## src/rtl/text_terminal_escape_cursor_engine_unit_macros.svh

```systemverilog
// assertion macros for the text terminal escape and cursor engine
// no dependencies; taken in by the files that carry concurrent checks
`ifndef TEXT_TERMINAL_ESCAPE_CURSOR_ENGINE_UNIT_MACROS_SVH
`define TEXT_TERMINAL_ESCAPE_CURSOR_ENGINE_UNIT_MACROS_SVH
`ifndef SYNTHESIS
`define TTECU_ASSERT_IMP(lbl, clk, rst_n, ant, con, msg) \
    lbl: assert property (@(posedge clk) disable iff (!(rst_n)) (ant) |-> (con)) \
        else $error(msg);
`define TTECU_ASSERT_NXT(lbl, clk, rst_n, ant, con, msg) \
    lbl: assert property (@(posedge clk) disable iff (!(rst_n)) (ant) |=> (con)) \
        else $error(msg);
`else
`define TTECU_ASSERT_IMP(lbl, clk, rst_n, ant, con, msg)
`define TTECU_ASSERT_NXT(lbl, clk, rst_n, ant, con, msg)
`endif
`endif

```

## src/rtl/ttecu_pkg.sv

```systemverilog
// shared types, constants and codes of the text terminal escape and cursor engine
// no dependencies; used by ttecu_step and the top level
package ttecu_pkg;

    // parser phase; code 3 is unused and handled as a broken sequence
    typedef enum logic [1:0] {
        PH_IDLE  = 2'd0,
        PH_ESC   = 2'd1,
        PH_PARAM = 2'd2
    } t_phase;

    typedef enum logic [1:0] {
        KIND_NARROW = 2'd0,
        KIND_WIDE   = 2'd1,
        KIND_SCROLL = 2'd2
    } t_kind;

    typedef struct packed {
        t_kind       kind;
        logic [9:0]  column;
        logic [7:0]  row;
        logic [15:0] glyph_code;
        logic [2:0]  fg_index;
        logic [2:0]  bg_index;
        logic        last;
    } t_result;

    typedef struct packed {
        t_phase      phase;
        logic [7:0]  lead_byte;
        logic [7:0]  first_param;
        logic        past_first_param;
        logic [2:0]  fg_color;
        logic [2:0]  bg_color;
        logic [9:0]  cursor_col;
        logic [7:0]  cursor_row;
    } t_state;

    typedef struct packed {
        t_state      state;
        logic [1:0]  count;
        t_result     res0;
        t_result     res1;
    } t_step;

    // configuration register indexes
    localparam logic CFG_COLUMNS = 1'b0;
    localparam logic CFG_ROWS    = 1'b1;

    localparam logic [9:0] COLS_RESET = 10'd80;
    localparam logic [9:0] COLS_MIN   = 10'd2;
    localparam logic [9:0] COLS_MAX   = 10'd512;
    localparam logic [8:0] ROWS_RESET = 9'd25;
    localparam logic [8:0] ROWS_MIN   = 9'd1;
    localparam logic [8:0] ROWS_MAX   = 9'd256;

    localparam int TAB_STOP = 4;

    localparam logic [7:0] LEAD_MIN      = 8'hA0;
    localparam logic [7:0] ESC_BYTE      = 8'h3F;
    localparam logic [7:0] CHAR_LBRACKET = 8'h5B;
    localparam logic [7:0] CHAR_SEMI     = 8'h3B;
    localparam logic [7:0] CHAR_M        = 8'h6D;
    localparam logic [7:0] CHAR_0        = 8'h30;
    localparam logic [7:0] CHAR_9        = 8'h39;
    localparam logic [7:0] CHAR_LF       = 8'h0A;
    localparam logic [7:0] CHAR_TAB      = 8'h09;
    localparam logic [7:0] CHAR_NUL      = 8'h00;

    localparam logic [7:0] FG_BASE = 8'd10;
    localparam logic [7:0] FG_TOP  = 8'd15;
    localparam logic [7:0] BG_BASE = 8'd20;
    localparam logic [7:0] BG_TOP  = 8'd25;
    localparam logic [7:0] PARAM_MAX = 8'd255;

    localparam logic [2:0] COLOR_DEFAULT = 3'd6;

endpackage

```

## src/rtl/ttecu_step.sv

```systemverilog
// one byte of work: escape parser, double-width pairing and cursor update
// combinational; depends on ttecu_pkg
module ttecu_step (
    input  ttecu_pkg::t_state i_state,
    input  logic [7:0]        i_byte,
    input  logic [9:0]        i_width,
    input  logic [8:0]        i_height,
    output ttecu_pkg::t_step  o_step
);

    ttecu_pkg::t_state  st;
    ttecu_pkg::t_result scroll_res;
    ttecu_pkg::t_result draw_res;
    ttecu_pkg::t_result res0;
    ttecu_pkg::t_result res1;
    logic        consumed;
    logic        wide;
    logic        pre_scroll;
    logic [1:0]  cnt;
    logic [11:0] fp_calc;
    logic [10:0] col;
    logic [10:0] rem;
    logic [8:0]  row;
    logic [8:0]  h_m1;
    logic [9:0]  limit;

    assign h_m1 = i_height - 9'd1;

    always_comb begin
        st         = i_state;
        consumed   = 1'b0;
        wide       = 1'b0;
        pre_scroll = 1'b0;
        cnt        = 2'd0;
        rem        = '0;
        limit      = i_width;
        fp_calc    = {4'b0, i_state.first_param} * 12'd10
                   + {8'b0, 4'(i_byte - ttecu_pkg::CHAR_0)};

        // parser
        if (i_byte > ttecu_pkg::LEAD_MIN && i_state.lead_byte == 8'd0) begin
            st.lead_byte        = i_byte;
            st.phase            = ttecu_pkg::PH_IDLE;
            st.past_first_param = 1'b0;
            consumed            = 1'b1;
        end else begin
            case (i_state.phase)
                ttecu_pkg::PH_IDLE: begin
                    if (i_byte == ttecu_pkg::ESC_BYTE) begin
                        st.phase = ttecu_pkg::PH_ESC;
                        consumed = 1'b1;
                    end
                end
                ttecu_pkg::PH_ESC: begin
                    if (i_byte == ttecu_pkg::CHAR_LBRACKET) begin
                        st.first_param      = 8'd0;
                        st.past_first_param = 1'b0;
                        st.phase            = ttecu_pkg::PH_PARAM;
                        consumed            = 1'b1;
                    end
                end
                ttecu_pkg::PH_PARAM: begin
                    if (i_byte == ttecu_pkg::CHAR_SEMI) begin
                        st.past_first_param = 1'b1;
                        consumed            = 1'b1;
                    end else if (i_byte == ttecu_pkg::CHAR_M) begin
                        if (i_state.first_param == 8'd0) begin
                            st.fg_color = ttecu_pkg::COLOR_DEFAULT;
                            st.bg_color = ttecu_pkg::COLOR_DEFAULT;
                        end else if (i_state.first_param inside
                                     {[ttecu_pkg::FG_BASE:ttecu_pkg::FG_TOP]}) begin
                            st.fg_color = 3'(i_state.first_param - ttecu_pkg::FG_BASE);
                        end else if (i_state.first_param inside
                                     {[ttecu_pkg::BG_BASE:ttecu_pkg::BG_TOP]}) begin
                            st.bg_color = 3'(i_state.first_param - ttecu_pkg::BG_BASE);
                        end
                        st.phase            = ttecu_pkg::PH_IDLE;
                        st.past_first_param = 1'b0;
                        consumed            = 1'b1;
                    end else if (i_byte inside {[ttecu_pkg::CHAR_0:ttecu_pkg::CHAR_9]}) begin
                        if (!i_state.past_first_param) begin
                            st.first_param = (fp_calc > {4'b0, ttecu_pkg::PARAM_MAX})
                                           ? ttecu_pkg::PARAM_MAX : fp_calc[7:0];
                        end
                        consumed = 1'b1;
                    end
                end
                default: ;
            endcase
            if (!consumed) begin
                st.phase            = ttecu_pkg::PH_IDLE;
                st.past_first_param = 1'b0;
            end
        end

        // cursor and commands
        col = {1'b0, i_state.cursor_col};
        row = {1'b0, i_state.cursor_row};

        scroll_res            = '0;
        scroll_res.kind       = ttecu_pkg::KIND_SCROLL;
        scroll_res.fg_index   = i_state.fg_color;
        scroll_res.bg_index   = i_state.bg_color;
        draw_res              = scroll_res;
        res0                  = scroll_res;
        res1                  = scroll_res;

        if (!consumed && i_byte != ttecu_pkg::CHAR_NUL) begin
            if (i_byte == ttecu_pkg::CHAR_LF || i_byte == ttecu_pkg::CHAR_TAB) begin
                if (i_byte == ttecu_pkg::CHAR_LF) begin
                    col = '0;
                    row = row + 9'd1;
                end else begin
                    rem = 11'(col % ttecu_pkg::TAB_STOP);
                    if (rem != 11'd0) begin
                        col = col + 11'(ttecu_pkg::TAB_STOP) - rem;
                    end
                    if (col > {1'b0, i_width}) begin
                        col = col - {1'b0, i_width};
                        row = row + 9'd1;
                    end
                end
                if (row >= i_height) begin
                    row = h_m1;
                    cnt = 2'd1;
                end
            end else begin
                // a byte above the lead threshold here always has a lead held
                wide  = i_byte > ttecu_pkg::LEAD_MIN;
                limit = wide ? i_width - 10'd1 : i_width;
                if (col >= {1'b0, limit}) begin
                    col = '0;
                    row = row + 9'd1;
                end
                if (row >= i_height) begin
                    pre_scroll = 1'b1;
                    row        = h_m1;
                end
                draw_res.column = col[9:0];
                draw_res.row    = row[7:0];
                if (wide) begin
                    draw_res.kind       = ttecu_pkg::KIND_WIDE;
                    draw_res.glyph_code = {i_state.lead_byte, i_byte};
                    st.lead_byte        = 8'd0;
                    col                 = col + 11'd2;
                end else begin
                    draw_res.kind       = ttecu_pkg::KIND_NARROW;
                    draw_res.glyph_code = {8'd0, i_byte};
                    col                 = col + 11'd1;
                end
                if (pre_scroll) begin
                    res1 = draw_res;
                    cnt  = 2'd2;
                end else begin
                    res0 = draw_res;
                    cnt  = 2'd1;
                end
            end
            st.cursor_col = col[9:0];
            st.cursor_row = row[7:0];
        end

        res0.last = (cnt == 2'd1);
        res1.last = 1'b1;
    end

    assign o_step.state = st;
    assign o_step.count = cnt;
    assign o_step.res0  = res0;
    assign o_step.res1  = res1;

endmodule

```

## src/rtl/text_terminal_escape_cursor_engine_unit.sv

```systemverilog
// top level of the text terminal escape and cursor engine: state, config, result buffering
// depends on ttecu_pkg, ttecu_step and text_terminal_escape_cursor_engine_unit_macros.svh
//
//   channel | direction | handshake                  | payload
//   --------+-----------+----------------------------+------------------------------------
//   input   | in        | i_in_valid / o_in_ready    | i_char_byte
//   output  | out       | o_out_valid / i_out_ready  | o_kind .. o_last, up to 2 per byte
//   config  | in        | i_cfg_we                   | i_cfg_index, i_cfg_data
//
// one byte a cycle: the whole parse and cursor step sits between the state
// registers and a two-slot result register, and a byte is taken whenever that
// register is empty or drains its last slot in the same cycle.
// a byte that gives a scroll and a draw takes two output transfers.
// results pass the pending slots and then the output register; reset is synchronous
// and needs no clearing pass. an output stall holds the result register, then input.
`include "text_terminal_escape_cursor_engine_unit_macros.svh"

module text_terminal_escape_cursor_engine_unit (
    input  logic        i_clk,
    input  logic        i_rst_n,
    input  logic        i_in_valid,
    output logic        o_in_ready,
    input  logic [7:0]  i_char_byte,
    output logic        o_out_valid,
    input  logic        i_out_ready,
    output logic [1:0]  o_kind,
    output logic [9:0]  o_column,
    output logic [7:0]  o_row,
    output logic [15:0] o_glyph_code,
    output logic [2:0]  o_fg_index,
    output logic [2:0]  o_bg_index,
    output logic        o_last,
    input  logic        i_cfg_we,
    input  logic        i_cfg_index,
    input  logic [9:0]  i_cfg_data
);

    ttecu_pkg::t_state  r_state;
    ttecu_pkg::t_step   step;
    ttecu_pkg::t_result r_p0, n_p0;
    ttecu_pkg::t_result r_p1, n_p1;
    ttecu_pkg::t_result r_o;
    logic [1:0] r_p_cnt, n_p_cnt;
    logic       r_o_valid;
    logic [9:0] r_columns;
    logic [8:0] r_rows;
    logic [9:0] width;
    logic [8:0] height;
    logic       move;
    logic       in_acc;

    assign width  = (r_columns < ttecu_pkg::COLS_MIN) ? ttecu_pkg::COLS_MIN :
                    (r_columns > ttecu_pkg::COLS_MAX) ? ttecu_pkg::COLS_MAX : r_columns;
    assign height = (r_rows < ttecu_pkg::ROWS_MIN) ? ttecu_pkg::ROWS_MIN :
                    (r_rows > ttecu_pkg::ROWS_MAX) ? ttecu_pkg::ROWS_MAX : r_rows;

    ttecu_step u_step (
        .i_state  (r_state),
        .i_byte   (i_char_byte),
        .i_width  (width),
        .i_height (height),
        .o_step   (step)
    );

    // pending slot moves into the output register when that is free or taken
    assign move       = (r_p_cnt != 2'd0) && (!r_o_valid || i_out_ready);
    assign o_in_ready = (r_p_cnt == 2'd0) || (r_p_cnt == 2'd1 && move);
    assign in_acc     = i_in_valid && o_in_ready;

    always_comb begin
        n_p_cnt = r_p_cnt;
        n_p0    = r_p0;
        n_p1    = r_p1;
        if (in_acc) begin
            n_p_cnt = step.count;
            n_p0    = step.res0;
            n_p1    = step.res1;
        end else if (move) begin
            n_p_cnt = r_p_cnt - 2'd1;
            n_p0    = r_p1;
        end
    end

    always_ff @(posedge i_clk) begin
        if (!i_rst_n) begin
            r_columns <= ttecu_pkg::COLS_RESET;
            r_rows    <= ttecu_pkg::ROWS_RESET;
        end else if (i_cfg_we) begin
            case (i_cfg_index)
                ttecu_pkg::CFG_COLUMNS: r_columns <= i_cfg_data;
                ttecu_pkg::CFG_ROWS:    r_rows    <= i_cfg_data[8:0];
                default: ;
            endcase
        end
    end

    always_ff @(posedge i_clk) begin
        if (!i_rst_n) begin
            r_state.phase            <= ttecu_pkg::PH_IDLE;
            r_state.lead_byte        <= 8'd0;
            r_state.first_param      <= 8'd0;
            r_state.past_first_param <= 1'b0;
            r_state.fg_color         <= ttecu_pkg::COLOR_DEFAULT;
            r_state.bg_color         <= ttecu_pkg::COLOR_DEFAULT;
            r_state.cursor_col       <= 10'd0;
            r_state.cursor_row       <= 8'd0;
        end else if (in_acc) begin
            r_state <= step.state;
        end
    end

    always_ff @(posedge i_clk) begin
        if (!i_rst_n) begin
            r_p_cnt   <= 2'd0;
            r_o_valid <= 1'b0;
        end else begin
            r_p_cnt <= n_p_cnt;
            if (move) begin
                r_o_valid <= 1'b1;
            end else if (i_out_ready) begin
                r_o_valid <= 1'b0;
            end
        end
    end

    always_ff @(posedge i_clk) begin
        r_p0 <= n_p0;
        r_p1 <= n_p1;
        if (move) begin
            r_o <= r_p0;
        end
    end

    assign o_out_valid  = r_o_valid;
    assign o_kind       = r_o.kind;
    assign o_column     = r_o.column;
    assign o_row        = r_o.row;
    assign o_glyph_code = r_o.glyph_code;
    assign o_fg_index   = r_o.fg_index;
    assign o_bg_index   = r_o.bg_index;
    assign o_last       = r_o.last;

    // a held pair cannot drain both slots at once
    `TTECU_ASSERT_NXT(a_pair_holds, i_clk, i_rst_n, r_p_cnt == 2'd2, r_p_cnt != 2'd0,
                      "pair lost")
    // the first of a pair is followed at once by the second
    `TTECU_ASSERT_NXT(a_pair_follows, i_clk, i_rst_n, o_out_valid && i_out_ready && !o_last,
                      o_out_valid, "second result missing")
    // scroll commands carry no cell or glyph
    `TTECU_ASSERT_IMP(a_scroll_zero, i_clk, i_rst_n,
                      r_o_valid && r_o.kind == ttecu_pkg::KIND_SCROLL,
                      r_o.column == 10'd0 && r_o.row == 8'd0 && r_o.glyph_code == 16'd0,
                      "scroll payload not zero")

endmodule
```

## config.mk

```make
export PLATFORM = sky130hd
export DESIGN_NAME = text_terminal_escape_cursor_engine_unit
export DESIGN_NICKNAME = d
export VERILOG_FILES = /design/src/rtl/ttecu_pkg.sv /design/src/rtl/ttecu_step.sv /design/src/rtl/text_terminal_escape_cursor_engine_unit.sv
export VERILOG_INCLUDE_DIRS = /design/src /design/src/rtl
export SDC_FILE = /design/constraint.sdc
export NUM_CORES = 1
export LEC_CHECK = 0
export BUFFER_PORTS_ARGS = -buffer_cell sky130_fd_sc_hd__buf_2
export CORE_ASPECT_RATIO = 0.5
export CORE_MARGIN = 1.5
export CORE_UTILIZATION = 40
export DETAILED_ROUTE_END_ITERATION = 10
export PLACE_DENSITY = 0.56
export SLEW_MARGIN = 10
export SYNTH_ARGS = -nofsm -noshare
export SYNTH_HDL_FRONTEND = slang
export SYNTH_SLANG_ARGS = --single-unit
```

## constraint.sdc

```tcl
create_clock -name i_clk -period 5.5 [get_ports i_clk]
set_input_delay 1.1 -clock i_clk [delete_from_list [all_inputs] [get_ports i_clk]]
set_output_delay 1.1 -clock i_clk [all_outputs]
set_load 0.05 [all_outputs]
```

Yosys cells after proc, flatten, opt, wreduce, memory -nomap -nowiden
Index checks and enable logic that the tools add are counted.

storage, ports and cells
  logic and storage cells = 204
  flip-flop bits (word level) = 193
  output and inout bits = 45

operators by class
  equality and inequality tests = 23
  magnitude comparators = 16
  bitwise operators = 5
  reduce and logical (&&, ||, !) cells = 34
  multiply operators = 1
  add/subtract/negate cells = 13
  muxes and demuxes = 80

operator list
  operator                                                                           count
  43-bit 2-to-1 mux                                                                  5
  10-bit 2-to-1 mux                                                                  10
  8-bit 2-to-1 mux                                                                   12
  9-bit 2-to-1 mux                                                                   10
  11-bit 2-to-1 mux                                                                  4
  2-bit 2-to-1 mux                                                                   11
  7-bit 2-to-1 mux                                                                   3
  9-bit greater-or-equal comparator                                                  2
  9-bit case mux with 2 select lines                                                 1
  1-bit 2-to-1 mux                                                                   17
  8-bit by 4-bit equality test with 1-bit output (second input constant)             2
  8-bit by 6-bit equality test with 1-bit output (second input constant)             2
  8-bit by 7-bit equality test with 1-bit output (second input constant)             2
  8-bit zero test                                                                    2
  16-bit 2-to-1 mux                                                                  1
  12-bit by 4-bit adder with 12-bit output                                           1
  12-bit by 8-bit greater-than comparator with 1-bit output (second input constant)  1
  4-bit by 2-bit != test with 1-bit output (second input constant)                   3
  6-bit AND reduction                                                                2
  2-bit nonzero test                                                                 6
  10-bit by 3-bit adder with 11-bit output (second input constant)                   1
  11-bit by 10-bit greater-than comparator with 1-bit output                         1
  8-bit by 3-bit multiplier with 11-bit output (second input constant)               1
  11-bit nonzero test                                                                1
  other kinds (45)                                                                   71

Depth between registers and ports, before layout
  depth in word-level cells = 22
  mapped depth = 27

By module
A second synthesis with hierarchy kept.

second synthesis, totals
  cell total of the unflattened synthesis = 1346
  area, all modules = 12144.1 sq um

modules (own cells, without submodules)
  module                                   area an instance (sq um)  seq. area each (sq um)  cells each  times used
  text_terminal_escape_cursor_engine_unit  7101.8                    5175.0                  591         1
  ttecu_step                               5042.3                    0.0                     755         1

Worst setup path after synthesis
OpenSTA, ideal clock, no wires.

  path type = input to register
  start = input port i_char_byte[4]
  end = register r_p1[42] (netlist name) (data pin)
  slack = -0.453 ns
  cell stages on the path = 22
  path buffers = 3
  data required time = 5.232 ns
  arrival time = 5.685 ns
  path through = buf_2 > or3_4 > o221ai_2 > clkbuf_1 > nor2_1 > xor2_1 > ha_1 > nand2_1 > nor2_1 > a211oi_1 > nand2_1 > mux2i_1 > inv_1 > ha_1 > nand2_1 > o21ai_0 > a41oi_1 > nor2_1 > nand2_1 > nor3_2 > inv_2 > buf_2

between the ends
  word-level cells in the longest chain between the ends = 12
  elaborated cells between the ends (all ways) = 35
  those cells by class = order compare: 5; eq/ne: 6; mux: 15; bitwise: 2; reduce/logical: 7

ends and longest elaborated chain
  item                                                                    RTL line                                        text
  start, declared                                                         text_terminal_escape_cursor_engine_unit.sv:23   input logic [7:0] i_char_byte,
  8-bit greater-than comparator (tied with other cells)                   ttecu_step.sv:41, ttecu_step.sv:129
  10-bit 2-to-1 mux or 1-bit logical AND (tied branches)                  ttecu_step.sv:130, ttecu_step.sv:80
  10-bit greater-or-equal comparator or 1-bit 2-to-1 mux (tied branches)  ttecu_step.sv:131, ttecu_step.sv:80
  9-bit 2-to-1 mux or 1-bit 2-to-1 mux (tied branches)                    ttecu_step.sv:131, ttecu_step.sv:66
  9-bit 2-to-1 mux or 1-bit 2-to-1 mux (tied branches)                    ttecu_step.sv:109, ttecu_step.sv:63
  9-bit 2-to-1 mux or 1-bit case mux with 3 select lines (tied branches)  ttecu_step.sv:108, ttecu_step.sv:47
  9-bit greater-or-equal comparator or 1-bit 2-to-1 mux (tied branches)   ttecu_step.sv:135, ttecu_step.sv:41
  1-bit 2-to-1 mux, on equally long branches                              ttecu_step.sv:135, ttecu_step.sv:41
  1-bit 2-to-1 mux or 1-bit zero test (tied branches)                     ttecu_step.sv:109, ttecu_step.sv:108
  1-bit 2-to-1 mux or 1-bit logical AND (tied branches)                   ttecu_step.sv:108                               if (!consumed && i_byte != ttecu_pkg::CHAR_NUL) begin
  1-bit NOT (no source line)                                              -
  3-bit OR reduction (no source line) (*)                                 -
  end signal, assigned                                                    text_terminal_escape_cursor_engine_unit.sv:128  r_p1 <= n_p1;
  end, declared                                                           text_terminal_escape_cursor_engine_unit.sv:41   ttecu_pkg::t_result r_p1, n_p1;

Every way passes the cells marked *; elsewhere a longest branch is shown, timed or not. The select of a mux whose other input is x is not followed.
A chain may end at the register's enable or synchronous reset.

Worst setup path after layout
  start = register r_state[11] (netlist name)
  end = register r_state[7] (netlist name)

between the ends
  word-level cells in the longest chain between the ends = 14
  elaborated cells between the ends (all ways) = 20
  those cells by class = add/sub: 2; order compare: 4; mux: 14

ends and longest elaborated chain
  item                                                        RTL line                                        text
  start, declared                                             text_terminal_escape_cursor_engine_unit.sv:38   ttecu_pkg::t_state r_state;
  start signal, assigned                                      text_terminal_escape_cursor_engine_unit.sv:108  r_state <= step.state;
  10-bit by 3-bit adder with 11-bit output                    ttecu_step.sv:116                               col = col + 11'(ttecu_pkg::TAB_STOP) - rem;
  11-bit by 2-bit subtractor with 11-bit output               ttecu_step.sv:116
  11-bit 2-to-1 mux                                           ttecu_step.sv:115                               if (rem != 11'd0) begin
  11-bit 2-to-1 mux                                           ttecu_step.sv:110                               if (i_byte == ttecu_pkg::CHAR_LF) begin
  11-bit 2-to-1 mux                                           ttecu_step.sv:109                               if (i_byte == ttecu_pkg::CHAR_LF || i_byte == ttecu_pkg::CHAR_TAB) begin
  11-bit 2-to-1 mux                                           ttecu_step.sv:108
  11-bit by 10-bit greater-than comparator with 1-bit output  ttecu_step.sv:118                               if (col > {1'b0, i_width}) begin
  9-bit 2-to-1 mux                                            ttecu_step.sv:118
  9-bit 2-to-1 mux                                            ttecu_step.sv:110
  9-bit 2-to-1 mux                                            ttecu_step.sv:109
  9-bit 2-to-1 mux                                            ttecu_step.sv:108
  9-bit greater-or-equal comparator                           ttecu_step.sv:123                               if (row >= i_height) begin
  8-bit 2-to-1 mux                                            ttecu_step.sv:123
  8-bit 2-to-1 mux (*)                                        ttecu_step.sv:109

Marks and branches as above.

==> impl_metrics.toml <==
[synthesis]
synth_flop_cell = "edfxtp_1"
synth.distinct_cells = 82
syn_area_per_cell_um2 = 9.83
synth.cell_area_mm2 = 0.0109
synth-warning-count = 0
synth-seq-cells = 193
synth_cells = 1108
yosysSeqAreaShare = 0.472
synth_edf_count = 128
synthArstFlopShare = 0

[die]
floorplan.rows = 42
initial_core_util = 0.410
die_w_um = 236
dieArea_mm2 = 0.0283
die_h_um = 120
io_pins = 69
core_mm2 = 0.0266

[drt]
dr.pass1.iters = 6
routed_wl_um = 28200
wl_per_cell_um = 18.0
drc_errors = 0
drtAntennaViolNets = 0
drt_iter0_markers = 755
num_vias = 8624
vias_per_cell = 5.49

[global_routing]
grt_max_degree = 55
grt_usage = 0.206
gr-total-overflow = 0
antenna_found_initial = 0
grt_pass1_wl_um = 45500
grt_pass1_vias = 8274

[clock_tree]
clkTransAtPathRegs_ns = 0.08
cts_buffer_depth = 2
clock_latency_ns = 0.45
cts_tree = "yes"
cts_num_sinks = 193
cts_buffers = 17
root_buffer = "clkbuf_16"
htree_levels = 4

[worst_setup_path]
start_kind = "register"
worst-path-max-fanout = 5
crit_path_max_incr_delay_ns = 0.37
cpLargestDelayFamily = "compound AO/OA/AOI/OAI gates"
crit_cells = 24
r2r_start = "r_state[11]"
crit_start = "r_state[11]"
arrival_ns = 5.61
cp-end-kind = "register"
r2r_end = "r_state[7]"
r2r_setup_slack_ns = 0.24
crit_buf_inv = 3
slowest_stage = "dfxtp_2"
cp_common_cell = "ha_1"
crit_type = "register to register"
worstSetupEndpoint = "r_state[7]"
critical_path_required_ns = 5.85
cp_cell_sequence = "inv_1, ha_1, a211oi_2, buf_4, o21bai_1, a21oi_1, xor2_1, o21ai_0, ha_1, nand4_1, o32ai_2, o21ai_2, buf_4, or2_1, mux2_2, ha_1, a211o_1, a31oi_2, o21ai_2, a21o_1, nand2_1, a2bb2oi_1, o21ai_0, o31a_1"
ff2ff_path_depth = 24

[power_and_ir_drop]
peakVddDrop_uv = 361
powerDensity_mw_per_mm2 = 520
power_uw = 6590
cellLeakagePower_uw = 0.00505

[finish]
layout-drive-gt1-share = 0.181
diodes = 0
final_cell_area_mm2 = 0.0127
fin_cells = 1572
fill_cells = 2497
final_nets = 1309
syn_to_final_growth_pct = 16.3

[timing]
fin_skew_ns = 0.0105
timing.final.max_slew_violations = 0
finalSetupTns_ns = 0
fmax_ghz = 0.190
relSlewSlack = 0.243
setup_violations = 0
fin_crit_ns = 5.26
hold_viol_final = 0
setup_ws_ns = 0.238
worstMarginPinSlew_ns = 1.13
finalCritPeriodShare = 0.957

[hold_path]
min_from = "r_p0[0]"
hold_path.class = "register to register"

[placed_design]
port_buffers = 68
dp_worst_setup_slack_ns = -0.0600
gp_congestion = 0.895
dp_hpwl_um = 20600
placedCellCount = 1539
postPlaceCellArea_mm2 = 0.0120

[run_status]
status = "completed"

[flow_run]
maxCapViolCount = 0
sequential cells by signal, indices dropped and copies added, names as in the netlist, 2 cells and up:
name / count
r_p0: 43
r_state: 43
o_column: 10
r_p_cnt: 2
r_columns: 10
r_rows: 9
o_kind: 2
o_fg_index: 3
r_p1: 42
o_bg_index: 3
o_glyph_code: 16
o_row: 8
synth_stat cells (14+ instances only):
cell type	count	area, um2
a21o_1	18	135
a21oi_1	77	385
a22o_1	31	272
and2_1	15	93.8
and3_1	14	87.6
clkbuf_1	33	124
dfxtp_1	65	1300
edfxtp_1	128	3840
ha_1	75	938
inv_1	32	120
mux2i_1	16	160
nand2_1	150	563
nand3_1	30	150
nor2_1	96	360
nor3_1	39	195
o21ai_0	44	220
xnor2_1	19	166
xor2_1	21	184
routing by layer:
layer,track usage,share of wire,vias up
met4,0.0481,0.013,0
li1,-,-,4247
met1,0.303,0.51,4116
met2,0.310,0.42,232
met3,0.0428,0.054,29
met5,0,0,-
power breakdown:
| part | switching, uW | internal [uW] |
|---|---|---|
| registers | 178 | 2220 |
| clock network | 594 | 640 |
| logic | 2000 | 967 |
| total | 2770 | 3820 |
cells by family after synthesis:
family / Yosys count / share of synthesized area
adders and majority gates: 78 / 0.0917
DFF: 193 / 0.472
buffers and inverters: 88 / 0.0340
xor gates and xnor gates: 40 / 0.0322
muxes: 19 / 0.0178
other: 2 / 0.000690
AOI/OAI and AO/OA: 263 / 0.163
and+or+nand+nor: 425 / 0.188
layout by cell type, fill, tap and decap left out, types with 30 or more instances in the layout:
| cell type | Yosys | final |
|---|---|---|
| nor2_1 | 96 | 95 |
| inv_1 | 32 | 31 |
| nand2_1 | 150 | 147 |
| buf_2 | 11 | 68 |
| a22o_1 | 31 | 31 |
| nand3_1 | 30 | 30 |
| edfxtp_1 | 128 | 128 |
| ha_1 | 75 | 75 |
| a21oi_1 | 77 | 74 |
| o21ai_0 | 44 | 40 |
| dfxtp_1 | 65 | 57 |
| nor3_1 | 39 | 39 |
| buf_4 | 1 | 61 |
how the worst min path moves through the flow:
stage | depth (start not counted) | slack [ns] | to
6_report | 0 | 0.41 | o_last
2_1_floorplan | 0 | 0.40 | o_bg_index[0]
3_3_place_gp | 0 | 0.40 | o_column[9]
4_1_cts | 0 | 0.42 | o_last
3_5_place_dp | 0 | 0.41 | o_bg_index[2]
5_1_grt | 0 | 0.42 | o_column[5]
worst reg2reg max path, cell delays in order (launching register included):
cell and delay (ns):
dfxtp_2 0.37, inv_1 0.10, ha_1 0.22, a211oi_2 0.24
buf_4 0.16, o21bai_1 0.06, a21oi_1 0.20, xor2_1 0.16
o21ai_0 0.15, ha_1 0.34, nand4_1 0.16, o32ai_2 0.34
o21ai_2 0.12, buf_4 0.15, or2_1 0.28, mux2_2 0.35
ha_1 0.20, a211o_1 0.30, a31oi_2 0.17, o21ai_2 0.12
a21o_1 0.27, nand2_1 0.12, a2bb2oi_1 0.24, o21ai_0 0.11
o31a_1 0.24
cell type report:
class / count / area [um2] / share of cell area
multi-input cells: 828 / 5520 / 0.436
flip-flops and latches: 193 / 5150 / 0.407
repair buffers: 131 / 838 / 0.0662
well taps: 352 / 440 / 0.0348
clock buffers: 18 / 429 / 0.0339
clock inverters: 14 / 153 / 0.0121
inverters: 36 / 135 / 0.0107
repair_timing:
action,CTS,global route
setup endpoints to repair,5,82
hold buffers,0,0
pin swaps,0,5
resized for setup,3,26
setup buffers,0,1
endpoints found under the hold margin,0,0
per-stage QoR:
step | hold WS [ns] | utilization
after detailed placement | 0.405 | 0.450
after floorplan | 0.400 | -
final | 0.412 | 0.476
after CTS | 0.417 | 0.473
after global routing | 0.424 | 0.476
after global placement | 0.401 | 0.450
(Power assumes the default switching activity.)
